`config.mk`:
```
export PLATFORM = sky130hd
export DESIGN_NAME = obm_ram
export DESIGN_NICKNAME = d
export VERILOG_FILES = /design/src/rtl/obm_ram.sv
export SDC_FILE = /design/constraint.sdc
export NUM_CORES = 1
export LEC_CHECK = 0
export ABC_CLOCK_PERIOD_IN_PS = 2200
export BUFFER_PORTS_ARGS = -buffer_cell sky130_fd_sc_hd__buf_2
export CORE_MARGIN = 3
export CORE_UTILIZATION = 35
export DETAILED_ROUTE_END_ITERATION = 10
export PLACE_DENSITY = 0.59
export SKIP_CTS_REPAIR_TIMING = 1
export SYNTH_ARGS = -nofsm -noshare
export SYNTH_HDL_FRONTEND = slang
export SYNTH_SLANG_ARGS = --single-unit
```
`constraint.sdc`:
```
create_clock -name clk -period 2.2 [get_ports clk]
set_clock_uncertainty 0.15 [all_clocks]
set_input_delay 0.33 -clock clk [delete_from_list [all_inputs] [get_ports clk]]
set_output_delay 0.33 -clock clk [all_outputs]
set_load 0.03 [all_outputs]
```
`src/rtl/obm_ram.sv`:
```
// Generic single-write, single-read RAM with registered read data.
module obm_ram #(
    parameter int WIDTH = 8,
    parameter int DEPTH = 16
) (
    input  logic                     clk,
    input  logic                     we,
    input  logic [$clog2(DEPTH)-1:0] waddr,
    input  logic [WIDTH-1:0]         wdata,
    input  logic [$clog2(DEPTH)-1:0] raddr,
    output logic [WIDTH-1:0]         rdata
);

    logic [WIDTH-1:0] mem [DEPTH];

    always_ff @(posedge clk)
    begin
        if (we)
        begin
            mem[waddr] <= wdata;
        end
        rdata <= mem[raddr];
    end

endmodule

```
==> impl_results.md, run 1 <==
* CTS tree: built
* Core box area at 0.0141 mm²
* Post-synthesis adder-cell area fraction at 0
* Initial Util at 0.364
* Core Rows at 43
* Rel. slew slack at 0.696
* DR WL/cell at 21.5 µm
* All-Layer GR Usage at 0.138
* Share of cells above drive strength 1 at 0.310
* Post-route ant nets at 0
* Sink Count at 136
* Proportion of synthesized area in mux cells at 0.150
* LEAKAGE at 2.09 nW
* VDD IR max at 0.488 mV
* Die area at 0.0162 mm²
* Finish-stage setup viols at 0
* Worst hold slack at 0.156 ns
* RSZ-0062 raised after global routing: false
* Crit end category: output port
* Final hold violations at 0
* Commonest cells post-synth: edfxtp_1 (128), mux4_2 (18), a22oi_1 (16)
* Die Wd at 127 µm
* Crit. Startpoint: rdata[6]
* Time the worst path needs with I/O delays and setup at 1.49 ns
* Largest net degree at the start of global routing at 28
* R2R setup slack at 0.72 ns
* Largest family of logic cells by synthesized area: multiplexers
* Final nets at 305
* EDFF count, synth at 128
* Syn_nets at 247
* Avg Inst Size Synth at 22.5 µm²
* Critical path arrival at 1.01 ns
* Critical Path Source Type: flip-flop
* CP required at 1.72 ns
* Setup Total Neg Slack at 0 ns
* Xor-xnor portion of the synthesized cell area at 0
* Power, Total at 5.72 mW
* Crit Path Max Fanout at 1
* Post-synthesis cell area at 0.00515 mm²
* Most frequent cell after synthesis: edfxtp_1
* Worst-Margin Slew at 0.455 ns
* CTS root buffer: clkbuf_16
* Worst Min Path Start: wdata[2]
* Routed via count at 2478
* Drt via density at 5.16
* # H-tree levels at 4
* Yosys top cell area share at 0.747
* Initial antenna violation count at 1
* Fmax achieved at 0.672 GHz
* Die Y at 127 µm
* Ys flop type: edfxtp_1
* WL final at 10.3 mm
* Worst path bufs/invs at 1
* Unique masters post-synth at 19
* Worst-path clk slew at 0.05 ns
* Simple-gate share of the synthesized area at 0.0318
* CTS Buf Count at 17
* Place WS at 0.285 ns
* Ys async rst share at 0
* Vias in the first global route at 2598
* First-pass GRT wire length at 16.0 mm
* Maxcap violations at 0
* Kind of critical path: flip-flop to output port
* Synth warn at 0
* Clk_lat worst skew at 0.41 ns
* Critical path's slowest cell: dfxtp_1
* Initial DRC Count at 173
* Flops & latches, synth at 136
* GPL Wtd Cong at 0.743
* Fill cell count at 1225
* Compound-Gate Fraction of Synth Area at 0.0233
* Largest cells by area after synthesis: edfxtp_1 (75%), mux4_2 (7.9%), mux4_1 (7.1%)
* DRC viols at 0
* Post-route setup slack at 0.713 ns
* Antenna Cells at 0
* Area growth syn-to-layout at 19.3%
* HPWL after detailed placement at 6.63 mm
* Delay of the slowest cell on the worst path at 0.37 ns
* Synthesized netlist cell count at 229
* I/O pins at 26
* Status: completed
* Max Root-Sink Buffers at 2
* Cell taking the most area after synthesis: edfxtp_1
* Crit-path cells: buf_2
* DR pass1 iterations at 4
* Cell Pwr Density at 932 mW/mm²
* Slew Viols, Final at 0
* CP top delay family: flip-flops
* # port buffers at 25
* Sequential area share after synthesis at 0.778
* Total global routing overflow at 0
* Fin crit share at 0.676
* Worst min-delay path class: input port to flip-flop
* Core Util, Final at 0.434
* Reg-to-Reg Start: mem[9][3]
[per-stage QoR]
step,cells,instance area [µm²]
after floorplan,229,5150
after global placement,448,5620
after detailed placement,448,5620
after CTS,480,6140
after global routing,480,6140
final,480,6140
[area by class of cell]
cell class	instances	area, µm²	share of cell area
Clock buffer	28	507	0.0825
Tap cell	180	225	0.0367
Clock inverter	4	20.0	0.00326
Timing Repair Buffer	49	330	0.0538
Multi-Input combinational cell	83	1060	0.172
Sequential cell	136	4000	0.652
[state kept, by name (all words and copies together) (netlist names)]
name   cells
mem      128
rdata      8
[power breakdown]
group	internal [mW]	switching [mW]	leakage, nW
sequential	2.90	0.0184	1.22
combinational	0.121	0.185	0.606
clock	1.55	0.949	0.262
[cells in the final DEF (no fill, tap or decap), types with 2 or more instances in the layout]
cell and n:
nor2_1 13, nand2b_1 2, a22oi_1 16, clkinv_2 4, buf_2 25, nand3b_1 2
mux4_1 14, nor3_1 4, buf_12 2, dfxtp_1 8, buf_4 22, mux4_2 18
clkbuf_8 4, clkbuf_1 7, edfxtp_1 128, nand2_1 9, clkbuf_16 17
[final timing paths]
kind	to	cells past startpoint
min	mem[14][2]	1
min reg2reg	rdata[2]	3
max	rdata[6]	1
max reg2reg	rdata[3]	3
[layer usage]
metal,global-route usage,share of wire,vias up
met4,0.0606,0.017,2
met2,0.212,0.49,56
met3,0.0380,0.037,16
met5,0,0.0012,-
met1,0.187,0.46,1316
li1,-,-,1088
[kinds of logic (layout without fill, tap and decap cells)]
kind of cell	Yosys count	after routing
and+or+nand+nor	35	35
muxes	32	32
AOI/OAI and AO/OA	16	16
DFF	136	136
buffers and inverters	10	81
Power figures use the tool's default switching activity.
==> run 2: changes to the inputs <==
Settings changed: ABC_AREA from default to 1, ABC_CLOCK_PERIOD_IN_PS 2200 to 1300, PLACE_DENSITY 0.59 to 0.61.
Clock period 2.2 ns to 1.3 ns, I/O delays scaled along.
==> run 2 against run 1 <==
- the run now ends with negative hold slack left
- register-to-register slack worse by 0.62 ns
- sequential share of layout area down 6.9 points
- worst hold slack worse by 0.17 ns
- combinational power up 130%
- critical path type unchanged
- largest power group unchanged
- count of clock-buffer cells in the layout down 11
- first-iteration DRC count up 130%
==> impl_results.md, run 2 <==
* Core Rows at 46
* Share of cells above drive strength 1 at 0.145
* Final nets at 618
* RSZ-0062 raised after global routing: false
* # H-tree levels at 4
* R2R setup slack at 0.10 ns
* Largest regs: mem: 128 flops, rdata: 8 flops
* CP required at 0.95 ns
* Most frequent cells in the layout: nand2_1 (173), edfxtp_1 (128), inv_1 (100)
* CTS tree: built
* Largest cells by area after synthesis: edfxtp_1 (67%), nand2_1 (11%), nand3_1 (8.4%)
* Worst Hold End: rdata[5]
* First-pass GRT wire length at 20.6 mm
* Fin crit share at 0.970
* Time the worst path needs with I/O delays and setup at 1.26 ns
* Fill cell count at 1524
* Worst-Margin Slew at 0.391 ns
* Final hold violations at 1
* Total global routing overflow at 0
* GPL Wtd Cong at 0.820
* DR pass1 iterations at 5
* HPWL after detailed placement at 8.32 mm
* Yosys top cell area share at 0.667
* Worst Min Path Start: raddr[2]
* Cell taking the most area after synthesis: edfxtp_1
* Ys flop type: edfxtp_1
* Crit end category: output port
* Clk_lat worst skew at 0.41 ns
* Rel. slew slack at 0.739
* Post-synthesis cell area at 0.00577 mm²
* Commonest cells post-synth: nand2_1 (173), edfxtp_1 (128), inv_1 (100)
* Most frequent cell after synthesis: nand2_1
* Die area at 0.0181 mm²
* Max Root-Sink Buffers at 2
* Maxcap violations at 0
* Initial antenna violation count at 0
* Finish-stage setup viols at 0
* Critical path's slowest cell: dfxtp_1
* Commonest non-fill, non-tap cell in the layout: nand2_1
* Flops & latches, synth at 136
* Critical path arrival at 0.92 ns
* Setup Total Neg Slack at 0 ns
* All-Layer GR Usage at 0.150
* Critical Path Source Type: flip-flop
* Largest register by flop count: mem
* Largest net degree at the start of global routing at 43
* Crit Path Max Fanout at 1
* Fmax achieved at 0.793 GHz
* Cell Pwr Density at 1490 mW/mm²
* Initial DRC Count at 404
* Worst path bufs/invs at 1
* VDD IR max at 0.853 mV
* Area growth syn-to-layout at 19.1%
* Delay of the slowest cell on the worst path at 0.34 ns
* LEAKAGE at 2.96 nW
* RR Endpoint: rdata[7]
* Largest family of logic cells by synthesized area: simple AND/OR/NAND/NOR gates
* Worst hold slack at -0.0121 ns
* Simple-gate share of the synthesized area at 0.210
* Reg-to-Reg Start: mem[8][7]
* Failing checks: negative hold slack
* DRC viols at 0
* EDFF count, synth at 128
* Die Wd at 134 µm
* Post-synthesis adder-cell area fraction at 0
* Syn_nets at 569
* Post-route ant nets at 0
* Status: finished, violations left
* Unique masters post-synth at 12
* Drt via density at 4.63
* CTS Buf Count at 17
* Synth warn at 0
* CTS root buffer: clkbuf_16
* FF-to-FF path depth at 6
* I/O pins at 26
* Die Y at 134 µm
* DR WL/cell at 15.7 µm
* Sequential area share after synthesis at 0.694
* Proportion of synthesized area in mux cells at 0
* CP top delay family: flip-flops
* Kind of critical path: flip-flop to output port
* Routed via count at 3841
* Slew Viols, Final at 0
* Initial Util at 0.360
* Worst Hold Path Cells at 4
* Ys async rst share at 0
* Vias in the first global route at 3696
* Synthesized netlist cell count at 551
* Sink Count at 136
* Core box area at 0.0160 mm²
* Xor-xnor portion of the synthesized cell area at 0
* Compound-Gate Fraction of Synth Area at 0
* Avg Inst Size Synth at 10.5 µm²
* Worst min-delay path class: input port to flip-flop
* Antenna Cells at 0
* # port buffers at 25
* Max reg flops at 128
* Worst-path clk slew at 0.06 ns
* Crit-path cells: buf_4
* WL final at 13.0 mm
[run 2: changes by cell type in the layout (fill, tap and decap cells not counted), sizes merged, moves of 5 or more]
cell	change
clkbuf	-11
clkinvlp	+5
a22oi	-16
mux4	-32
buf	+5
nand2	+164
nand3	+96
inv	+103
[run 2: worst max path at each step]
stage                        start   endpoint  slack (ns)  depth (start not counted)
final                     rdata[4]   rdata[4]        0.04                          1
after global routing      rdata[2]   rdata[2]       0.006                          1
after CTS                 rdata[3]   rdata[3]       -0.05                          1
after detailed placement  raddr[0]   rdata[7]       -0.14                          8
after global placement    raddr[0]   rdata[0]       -0.13                          8
after floorplan           waddr[3]  mem[4][0]       0.004                          2
[run 2: worst reg2reg max path, cell delays in order (launching register included)]
cell	delay, ns
edfxtp_1	0.37
inv_1	0.06
nand2_1	0.05
nand3_1	0.10
nand3_1	0.12
nand3_1	0.15
nand2_1	0.08
[run 2: layer usage]
metal	wire length (µm)	part of all wire	global-route usage
met5	0	0	0
met4	253	0.019	0.0605
met3	753	0.058	0.0338
met2	6100	0.47	0.233
met1	5910	0.45	0.206
[run 2: power by group]
group          switching [mW]  internal (mW)
logic                   0.479          0.220
registers              0.0322           4.90
clock network            1.82           2.82
total                    2.33           7.94
[run 2: kinds of logic after synthesis]
logic type / Yosys count
buffers and inverters: 126
flip-flops: 136
AND/OR/NAND/NOR: 289
[run 2: layout make-up]
class / instances / area, µm² / area share
clock buffer: 17 / 425 / 0.0619
clock inverter: 15 / 155 / 0.0226
tap: 216 / 270 / 0.0393
timing repair buffer: 54 / 417 / 0.0606
inverter: 102 / 383 / 0.0557
multi-input combinational: 289 / 1210 / 0.177
sequential: 136 / 4010 / 0.583
[run 2: metrics by stage]
| stage | std cells | cell area (µm²) | power (mW) | utilization | setup WS [ns] |
|---|---|---|---|---|---|
| 2_1_floorplan | 551 | 5770 | 5.42 | - | 0.00416 |
| 3_3_place_gp | 797 | 6260 | 5.70 | 0.391 | -0.133 |
| 3_5_place_dp | 797 | 6260 | 5.71 | 0.391 | -0.140 |
| 4_1_cts | 829 | 6840 | 10.3 | 0.428 | -0.0524 |
| 5_1_grt | 829 | 6870 | 10.6 | 0.429 | 0.00630 |
| 6_report | 829 | 6870 | 10.3 | 0.429 | 0.0396 |
==> run 3: changes to the inputs <==
Settings changed: ABC_CLOCK_PERIOD_IN_PS 1300 to 1400, PLACE_DENSITY 0.61 to 0.59.
Clock period 1.3 ns to 1.4 ns, I/O delays scaled along.
==> run 3 against run 2 <==
- critical endpoint is now rdata[2]
- design area up 0.35%
- critical path depth unchanged
- the flow now finishes without violations
- via count down 0.83%
- setup slack better by 0.0096 ns
- count of clock-buffer cells in the layout up 2
- core utilization up 0.15 points
- first-iteration DRC count down 4.2%
- worst hold slack better by 0.089 ns
- global-route usage up 0.51 points
- sequential share of layout area down 0.24 points
==> impl_results.md, run 3 (synthesis gave the netlist of run 2 again) <==
* Antenna Cells at 0
* Status: completed
* Met2 Usage GRT at 0.252
* Die Y at 134 µm
* LEAKAGE at 2.99 nW
* Largest register by flop count: mem
* HPWL after detailed placement at 8.82 mm
* WL final at 13.2 mm
* Crit Path Max Fanout at 1
* Worst-path clk slew at 0.06 ns
* Initial DRC Count at 387
* GRT met1 Usage at 0.205
* Kind of critical path: flip-flop to output port
* First-pass GRT wire length at 21.1 mm
* DRC viols at 0
* Delay of the slowest cell on the worst path at 0.36 ns
* Final hold violations at 0
* # H-tree levels at 4
* Post-route cell area at 0.00689 mm²
* Core Rows at 46
* Critical path arrival at 0.99 ns
* CTS Buf Count at 17
* Share of cells above drive strength 1 at 0.150
* Worst-Margin Slew at 0.398 ns
* Routed via count at 3809
* Max reg flops at 128
* Fill cell count at 1548
* I/O pins at 26
* Place WS at -0.0383 ns
* Initial antenna violation count at 0
* Register area at 0.00400 mm²
* CP required at 1.04 ns
* Slew Viols, Final at 0
* Die area at 0.0181 mm²
* Grt met3 use at 0.0401
* Total global routing overflow at 0
* Die Wd at 134 µm
* CTS tree: built
* Crit-path cells: buf_2
* Critical path's slowest cell: dfxtp_1
* Maxcap violations at 0
* CP top delay family: flip-flops
* Critical Path Source Type: flip-flop
* Gr busiest metal: met2
* Finish-stage setup viols at 0
* Worst min-delay path class: input port to flip-flop
* Clk_lat worst skew at 0.41 ns
* All-Layer GR Usage at 0.155
* Area growth syn-to-layout at 19.5%
* Post-route ant nets at 0
* Drt via density at 4.55
* Initial Util at 0.360
* Time the worst path needs with I/O delays and setup at 1.35 ns
* Worst path bufs/invs at 1
* Largest net degree at the start of global routing at 25
* Post-route setup slack at 0.0493 ns
* Vias in the first global route at 3839
* Fmax achieved at 0.740 GHz
* Max Root-Sink Buffers at 2
* Fin crit share at 0.965
* VDD IR max at 0.921 mV
* Most frequent cells in the layout: nand2_1 (173), edfxtp_1 (128), inv_1 (100)
* Cell Pwr Density at 1370 mW/mm²
* Core box area at 0.0160 mm²
* CTS root buffer: clkbuf_16
* Rel. slew slack at 0.735
* Crit end category: output port
* Placed Area at 0.00633 mm²
* RSZ-0062 raised after global routing: false
* GPL Wtd Cong at 0.834
* Multi-input gate area at 0.00121 mm²
* Sink Count at 136
* Setup Total Neg Slack at 0 ns
* Final nets at 627
* DR pass1 iterations at 5
* Largest regs: mem: 128 flops, rdata: 8 flops
* Worst hold slack at 0.0764 ns
* # port buffers at 25
* Commonest non-fill, non-tap cell in the layout: nand2_1
* DR WL/cell at 15.7 µm
## run 3: path summary, 6_finish.rpt
path                            slack (ns)  startpoint  depth (start not counted)    endpoint
worst max-delay path                  0.05    rdata[2]                          1    rdata[2]
worst min-delay path                  0.08    wdata[4]                          1  mem[11][4]
worst max register to register        0.23   mem[9][1]                          6    rdata[1]
worst min register to register        0.52  mem[14][4]                          6    rdata[4]
## run 3: layout make-up
| class | count | share of cell area |
|---|---|---|
| clock buffer | 19 | 0.0628 |
| inverter | 102 | 0.0555 |
| clock inverter | 13 | 0.0189 |
| multi-input combinational | 289 | 0.176 |
| tap | 216 | 0.0392 |
| timing repair buffer | 63 | 0.0668 |
| sequential | 136 | 0.581 |
## run 3: where the power goes
part           switching, mW  internal (mW)
Combinational          0.444          0.204
Sequential            0.0285           4.55
Clock                   1.64           2.60
Total                   2.11           7.36
## run 3: stage by stage
| stage | util | power [mW] | cells |
|---|---|---|---|
| 6_report | 0.431 | 9.47 | 838 |
| 5_1_grt | 0.431 | 9.81 | 838 |
| 4_1_cts | 0.431 | 9.54 | 838 |
| 3_5_place_dp | 0.396 | 5.32 | 806 |
| 3_3_place_gp | 0.396 | 5.31 | 806 |
| 2_1_floorplan | - | 5.03 | 551 |
## run 3: worst reg2reg max path, delay by kind of cell (launching register included)
kind | cells | cell delay (ns)
buffers and inverters | 1 | 0.08
DFF | 1 | 0.38
and+or+nand+nor | 5 | 0.44
## run 3: metal layers
| layer | share of wire | up-vias | routed length [µm] |
|---|---|---|---|
| met5 | 0 | - | 0 |
| met4 | 0.019 | 0 | 252 |
| met3 | 0.052 | 17 | 686 |
| met2 | 0.48 | 96 | 6390 |
| met1 | 0.44 | 1802 | 5860 |
| li1 | - | 1894 | - |
